--- config.mk ---
export PLATFORM = sky130hd
export DESIGN_NAME = tgb_cell
export DESIGN_NICKNAME = d
export VERILOG_FILES = /design/src/design/tgb_pkg.sv /design/src/design/tgb_cell.sv
export SDC_FILE = /design/constraint.sdc
export NUM_CORES = 1
export LEC_CHECK = 0
export ABC_AREA = 1
export BUFFER_PORTS_ARGS = -buffer_cell sky130_fd_sc_hd__buf_2
export CORE_AREA = 2 2 198 200
export CTS_CLUSTER_SIZE = 28
export DETAILED_ROUTE_END_ITERATION = 12
export DIE_AREA = 0 0 200 202
export PLACE_DENSITY = 0.8
export SYNTH_ARGS = -nofsm -noshare
export SYNTH_HDL_FRONTEND = slang
export SYNTH_SLANG_ARGS = --single-unit
--- constraint.sdc ---
create_clock -name clk -period 10.78 [get_ports clk]
set_input_delay 2.156 -clock clk [delete_from_list [all_inputs] [get_ports clk]]
set_output_delay 2.156 -clock clk [all_outputs]
set_load 0.02 [all_outputs]
--- src/design/tgb_pkg.sv ---
// Shared types and constants for the texture group binner.
package tgb_pkg;

    localparam int ID_W         = 32;
    localparam int FIELD_W      = 4;
    localparam int MAX_GROUPS_D = 16;
    localparam int SLOTS_D      = 16;
    localparam int CFG_ADDR_W   = 3;
    localparam int CFG_DATA_W   = 32;

    // register word indexes
    localparam logic REG_UNTEXTURED = 1'b0;

    typedef enum logic [2:0] {
        ST_COLOUR    = 3'd0,
        ST_FOUND     = 3'd1,
        ST_NEW_SLOT  = 3'd2,
        ST_NEW_GROUP = 3'd3,
        ST_REJECTED  = 3'd4,
        ST_CLEARED   = 3'd5
    } status_t;

    typedef enum logic [1:0] {
        S_IDLE,
        S_SEARCH,
        S_HOLD
    } state_t;

    typedef struct packed {
        status_t              status;
        logic [FIELD_W-1:0]   grp;
        logic [FIELD_W-1:0]   slot;
    } result_t;

    // token walking the cell chain
    typedef struct packed {
        logic    valid;
        logic    done;
        result_t res;
    } probe_t;

endpackage

--- src/design/tgb_cell.sv ---
// One batch group: its slot ids, fill count and a stage of the search token.
module tgb_cell #(
    parameter int SLOTS_PER_GROUP = tgb_pkg::SLOTS_D,
    parameter int CELL_IDX        = 0
) (
    input  logic                      clk,
    input  logic                      rst_n,
    input  logic                      clear,
    input  logic [tgb_pkg::ID_W-1:0]  id,
    input  tgb_pkg::probe_t           tok_in,
    output tgb_pkg::probe_t           tok_out
);
    import tgb_pkg::*;

    localparam int CNT_W   = $clog2(SLOTS_PER_GROUP + 1);
    localparam int SLOT_IW = (SLOTS_PER_GROUP > 1) ? $clog2(SLOTS_PER_GROUP) : 1;

    logic                  open_reg,  open_next;
    logic [CNT_W-1:0]      count_reg, count_next;
    probe_t                tok_reg,   tok_next;
    logic [ID_W-1:0]       slot_reg [SLOTS_PER_GROUP];

    logic                  hit;
    logic [SLOT_IW-1:0]    hit_idx;
    logic                  full;
    logic                  wr_en;
    logic [SLOT_IW-1:0]    wr_idx;

    // parallel compare over the filled slots, lowest slot wins
    always_comb
    begin
        hit     = 1'b0;
        hit_idx = '0;
        for (int s = SLOTS_PER_GROUP - 1; s >= 0; s--)
        begin
            if ((CNT_W'(s) < count_reg) && (slot_reg[s] == id))
            begin
                hit     = 1'b1;
                hit_idx = SLOT_IW'(s);
            end
        end
    end

    assign full   = (count_reg == CNT_W'(SLOTS_PER_GROUP));
    assign wr_idx = open_reg ? count_reg[SLOT_IW-1:0] : '0;

    always_comb
    begin
        open_next  = open_reg;
        count_next = count_reg;
        tok_next   = tok_in;
        wr_en      = 1'b0;
        if (clear)
        begin
            open_next  = 1'b0;
            count_next = '0;
        end
        else if (tok_in.valid && !tok_in.done)
        begin
            priority if (!open_reg)
            begin
                open_next           = 1'b1;
                count_next          = CNT_W'(1);
                wr_en               = 1'b1;
                tok_next.done       = 1'b1;
                tok_next.res.status = ST_NEW_GROUP;
                tok_next.res.grp    = FIELD_W'(CELL_IDX);
                tok_next.res.slot   = '0;
            end
            else if (hit)
            begin
                tok_next.done       = 1'b1;
                tok_next.res.status = ST_FOUND;
                tok_next.res.grp    = FIELD_W'(CELL_IDX);
                tok_next.res.slot   = FIELD_W'(hit_idx);
            end
            else if (!full)
            begin
                count_next          = count_reg + CNT_W'(1);
                wr_en               = 1'b1;
                tok_next.done       = 1'b1;
                tok_next.res.status = ST_NEW_SLOT;
                tok_next.res.grp    = FIELD_W'(CELL_IDX);
                tok_next.res.slot   = FIELD_W'(count_reg);
            end
            else
            begin
                tok_next = tok_in;
            end
        end
    end

    always_ff @(posedge clk or negedge rst_n)
    begin
        if (!rst_n)
        begin
            open_reg  <= 1'b0;
            count_reg <= '0;
            tok_reg   <= '0;
        end
        else
        begin
            open_reg  <= open_next;
            count_reg <= count_next;
            tok_reg   <= tok_next;
        end
    end

    always_ff @(posedge clk)
    begin
        if (wr_en)
        begin
            slot_reg[wr_idx] <= id;
        end
    end

    assign tok_out = tok_reg;

endmodule

Yosys cells after proc, flatten, opt, wreduce, memory -nomap -nowiden:

Memory sizes are Yosys's and may differ from the RTL's.
Index checks and enable logic that the tools add are counted.

* register bits after elaboration: 19
* word-level logic and storage cells: 116
* memory bits (writable): 512
* output and inout port bits: 13
* input bits: 48
* memories kept: 1

* mux-type cells: 52
* reduce and logical (&&, ||, !) cells: 20
* equality and inequality tests: 19
* add/sub/neg operators: 1
* order comparisons: 16

Memories
* slot_reg: words 16, width 32, rd ports 16, clocked after memory_dff 0, wr ports 1, RTL line tgb_cell.sv:21 `logic [ID_W-1:0] slot_reg [SLOTS_PER_GROUP];`

Operator list (count)
* $eq A32 B32 Y1: 16
* $mux W4: 17
* $mux W12: 5
* $lt A4 B5 Y1 const A: 8
* $mux W1: 25
* $mux W5: 5
* $lt A3 B5 Y1 const A: 4
* $logic_and A1 B1 Y1: 17
* $lt A1 B5 Y1 const A: 2
* $lt A2 B5 Y1 const A: 2
* $ne A3 B3 Y1 const B: 2
* $add A5 B1 Y5 const B: 1
* $eq A5 B5 Y1 const B: 1
* $reduce_and A3 Y1: 1
* $reduce_bool A2 Y1: 1
* $logic_not A1 Y1: 1

Logic depth before layout (Yosys ltp):

* word-level depth: 24
* mapped depth: 28
* depth with buffers taken out: 27

Least setup slack after synthesis:

No wires, ideal clock.

* path type: in2reg
* start: in id[25] (netlist name)
* end: mem slot_reg[0][0], enable pin
* stages on the path: 16
* buffers on the path: 2
* setup time: 461 ps
* data required time: 10319 ps
* path slack: 4611 ps
* arrival time: 5708 ps
* cells stage by stage: buf_6 -> inv_4 -> buf_6 -> o22ai_1 -> nor2_1 -> nand3_1 -> nor3_2 -> nand3_2 -> inv_2 -> nor2_1 -> nand2_1 -> nor2_4 -> nand2_4 -> nand2_4 -> nand3_4 -> nor3_1

* longest elaborated chain between the ends: 24
* elaborated cells on any way between the ends: 54
* those cells by class: 16 x eq/ne; 22 x mux; 16 x reduce/logical

RTL lines
* start, declared: RTL line tgb_cell.sv:9 `input logic [tgb_pkg::ID_W-1:0] id,`
* $eq A32 B32 Y1: RTL line tgb_cell.sv:36 `if ((CNT_W'(s) < count_reg) && (slot_reg[s] == id))`
* $logic_and A1 B1 Y1: RTL line tgb_cell.sv:36
* $mux W1 (15 in series): RTL line tgb_cell.sv:36
* $mux W1 *: RTL line tgb_cell.sv:36
* $mux W1 *: RTL line tgb_cell.sv:70 `else if (hit)`
* $mux W1 *: RTL line tgb_cell.sv:60 `priority if (!open_reg)`
* $mux W1 *: RTL line tgb_cell.sv:58 `else if (tok_in.valid && !tok_in.done)`
* $mux W1 *: RTL line tgb_cell.sv:53 `if (clear)`
* $mux W1 *: RTL line tgb_cell.sv:111 `if (wr_en)`
* $mux W1 (not written as such) *: RTL line tgb_cell.sv:113 `slot_reg[wr_idx] <= id;`
* end, declared: RTL line tgb_cell.sv:21

Mark *: on every way between the ends. The rest lies on a longest branch, timed or not.

Final worst setup path:

* start: in id[26] (netlist name)
* end: mem slot_reg[11][30], enable pin

Same word-level chain as after synthesis.

==> results.sh <==
export IMPL_worst_slew_pin_slew_ps=1001
export IMPL_port_buffers=60
export IMPL_wire_per_inst_um=25.73
export IMPL_crit_arrival_ps=5780
export IMPL_fmax_mhz=179.9
export IMPL_synthMuxAreaShare_pct=0
export IMPL_grt_pass1_wl_um=94600
export IMPL_synth_xor_area_share_pct=10.44
export IMPL_die_h_um=202
export IMPL_cp_top_family="simple AND/OR/NAND/NOR gates"
export IMPL_fin_crit_sh_pct=51.56
export IMPL_start_kind="input port"
export IMPL_critPathSlowestCell="nor2_4"
export IMPL_synth_seq_cells=531
export IMPL_numClockSinks=531
export IMPL_synth_net_count=1927
export IMPL_boundaryPins=61
export IMPL_antenna_found_initial=2
export IMPL_power_leakage_nw=9.209
export IMPL_max_vdd_ir_drop_mv=0.1252
export IMPL_fin_cells=2526
export IMPL_synth_cell_types=51
export IMPL_design_area_um2=26190
export IMPL_fillers=2640
export IMPL_slew_headroom_pct=33.26
export IMPL_syn2layout_area_growth_pct=9.588
export IMPL_critPathKind="in2reg"
export IMPL_hold_path_class="reg2reg"
export IMPL_crit_required_ps=11000
export IMPL_ys_warnings_count=0
export IMPL_post_cts_resized=0
export IMPL_clkTransAtPathRegs_ps=60
export IMPL_synthAdderAreaFrac_pct=0.1047
export IMPL_largest_reg_flops=512
export IMPL_synth_cells=1877
export IMPL_gp_congestion=0.9242
export IMPL_finalSetupViolCount=0
export IMPL_post_route_min_period_ps=5558
export IMPL_ant_nets=0
export IMPL_synth_top_family_by_area="simple AND/OR/NAND/NOR gates"
export IMPL_ys_seq_area_share_pct=66.34
export IMPL_postLayoutCoreUtil_pct=68.39
export IMPL_drt_total_wl_um=64990
export IMPL_dp_cells=2429
export IMPL_fin_nets=2016
export IMPL_tns_ps=0
export IMPL_synth_simple_area_share_pct=13.20
export IMPL_synth_cell_area_um2=23890
export IMPL_tritoncts="done"
export IMPL_htree_levels=2
export IMPL_crit_fanout=32
export IMPL_root_buffer="clkbuf_16"
export IMPL_synthFlopType="edfxtp_1"
export IMPL_row_count=72
export IMPL_first_pass_iters=7
export IMPL_core_area_um2=38290
export IMPL_vias_per_cell=6.192
export IMPL_critical_path_cell_chain="buf_2, inv_2, o21ai_1, nor2_1, nand2_1, nor2_1, nand3_2, o21ai_1, nand3b_1, nor2_2, nand2_4, nand2_4, nand4_1, nor2_4"
export IMPL_first_iter_violations=2191
export IMPL_grt_pass1_vias=15260
export IMPL_max_stage_delay_ps=820
export IMPL_numCtsBuffers=53
export IMPL_layout_commonest_cell="edfxtp_1"
export IMPL_start_util_pct=62.41
export IMPL_overflow=0
export IMPL_regToRegSetupSlack_ps=6890
export IMPL_status="finished clean"
export IMPL_hold_buffers=0
export IMPL_drc=0
export IMPL_post_cts_buffers=0
export IMPL_maxCapViolations=0
export IMPL_grt_max_degree=33
export IMPL_grtUsageTotal_pct=32.72
export IMPL_rsz0062_at_grt="false"
export IMPL_ys_async_sr_fraction_pct=3.578
export IMPL_crit_buf_inv=2
export IMPL_synth_compound_gate_area_share_pct=5.006
export IMPL_cp_end_kind="flop"
export IMPL_finalHoldViolations=0
export IMPL_drive_gt1_share_pct=13.90
export IMPL_syn_area_per_cell_um2=12.73
export IMPL_finalClockSkew_ps=19.05
export IMPL_slew_viol_final=0
export IMPL_hpwl_um=38120
export IMPL_fp_dieW_um=200
export IMPL_p_per_area_nw_per_um2=164.7
export IMPL_cts_buffer_depth=3
export IMPL_layout_common_cells="edfxtp_1 (512), nand2_1 (336), xnor2_1 (164), nor2_1 (119), xor2_1 (119)"
export IMPL_vias=15640
export IMPL_die_area_um2=40400
export IMPL_placed_cell_area_um2=24550
export IMPL_worst_hold_slack_ps=765.9
export IMPL_insertion_delay_ps=610
export IMPL_synth_edff_count=512
## per-layer routing
metal	share of wire (%)	GRT usage [%]	wire length, um	vias to the layer above
met5	0.015	0	10	-
met4	5.7	17.20	3697	2
met3	12	7.592	8067	263
met2	45	49.83	29310	1110
met1	37	44.15	23910	7502
li1	-	-	-	6764
## worst reg2reg max path, cell delays in order, from the launching register on
cell	delay (ps)
dfrtp_1	590
inv_2	170
nor2_2	190
nand3_1	250
nor2_1	230
nor3_2	90
nand3_1	130
and2_1	210
nand2_2	70
nor2_2	220
nand2_4	120
nand2_4	100
nand4_1	290
nor2_4	830
## layout make-up
| cell class | count | area (um2) | area share, % |
|---|---|---|---|
| Sequential cell | 531 | 15850 | 60.53 |
| Tap cell | 518 | 648.1 | 2.475 |
| Timing Repair Buffer | 100 | 600.6 | 2.294 |
| Clock buffer | 71 | 1436 | 5.485 |
| Multi-Input combinational cell | 1145 | 6920 | 26.43 |
| Clock inverter | 25 | 192.7 | 0.7359 |
| Inverter | 135 | 534.3 | 2.040 |
| Antenna cell | 1 | 2.502 | 0.009557 |
## where the power goes
part           switching (W)  total [W]  internal [W]
clock network       0.000759    0.00176       0.00100
registers         0.00000522    0.00228       0.00227
logic               0.000203   0.000277     0.0000738
total               0.000967    0.00431       0.00335
## synthesized netlist by cell type (33+ instances only)
| cell | number | area share (%) |
|---|---|---|
| inv_1 | 97 | 1.5 |
| o21ai_0 | 44 | 0.92 |
| nand3_1 | 43 | 0.90 |
| nand2_1 | 336 | 5.3 |
| xnor2_1 | 164 | 6.0 |
| xor2_1 | 119 | 4.4 |
| nor2_1 | 127 | 2.0 |
| o22ai_1 | 46 | 1.2 |
| edfxtp_1 | 512 | 64 |
| nand4_1 | 45 | 1.2 |
| o21ai_1 | 33 | 0.69 |
| buf_6 | 45 | 2.1 |
## cells by family (layout without fill, tap and decap cells)
kind of cell	count (synthesis)	count (layout)
AOI/OAI and AO/OA	186	186
xor gates and xnor gates	284	284
adders and majority gates	2	2
buffers and inverters	201	331
DFF	531	531
other	0	1
and+or+nand+nor	673	673
## metrics by stage
step,power (W),worst slack [ps]
2_1_floorplan,0.002479,4611
3_3_place_gp,0.002582,4771
3_5_place_dp,0.002589,4683
4_1_cts,0.004313,5308
5_1_grt,0.004414,5090
6_report,0.004313,5222
## worst paths after layout
check / startpoint / to / cells after the start
setup / recovery: id[26] / slot_reg[11][30]$_DFFE_PP_ / 14
hold / removal: count_reg[2]$_DFFE_PN0P_ / count_reg[2]$_DFFE_PN0P_ / 2
setup reg to reg: count_reg[3]$_DFFE_PN0P_ / slot_reg[11][30]$_DFFE_PP_ / 13
hold reg to reg: count_reg[2]$_DFFE_PN0P_ / count_reg[2]$_DFFE_PN0P_ / 2
max in group asynchronous: rst_n / count_reg[2]$_DFFE_PN0P_ / 1
min in group asynchronous: rst_n / tok_out[7]$_DFF_PN0_ / 1
(Power assumes the default switching activity.)
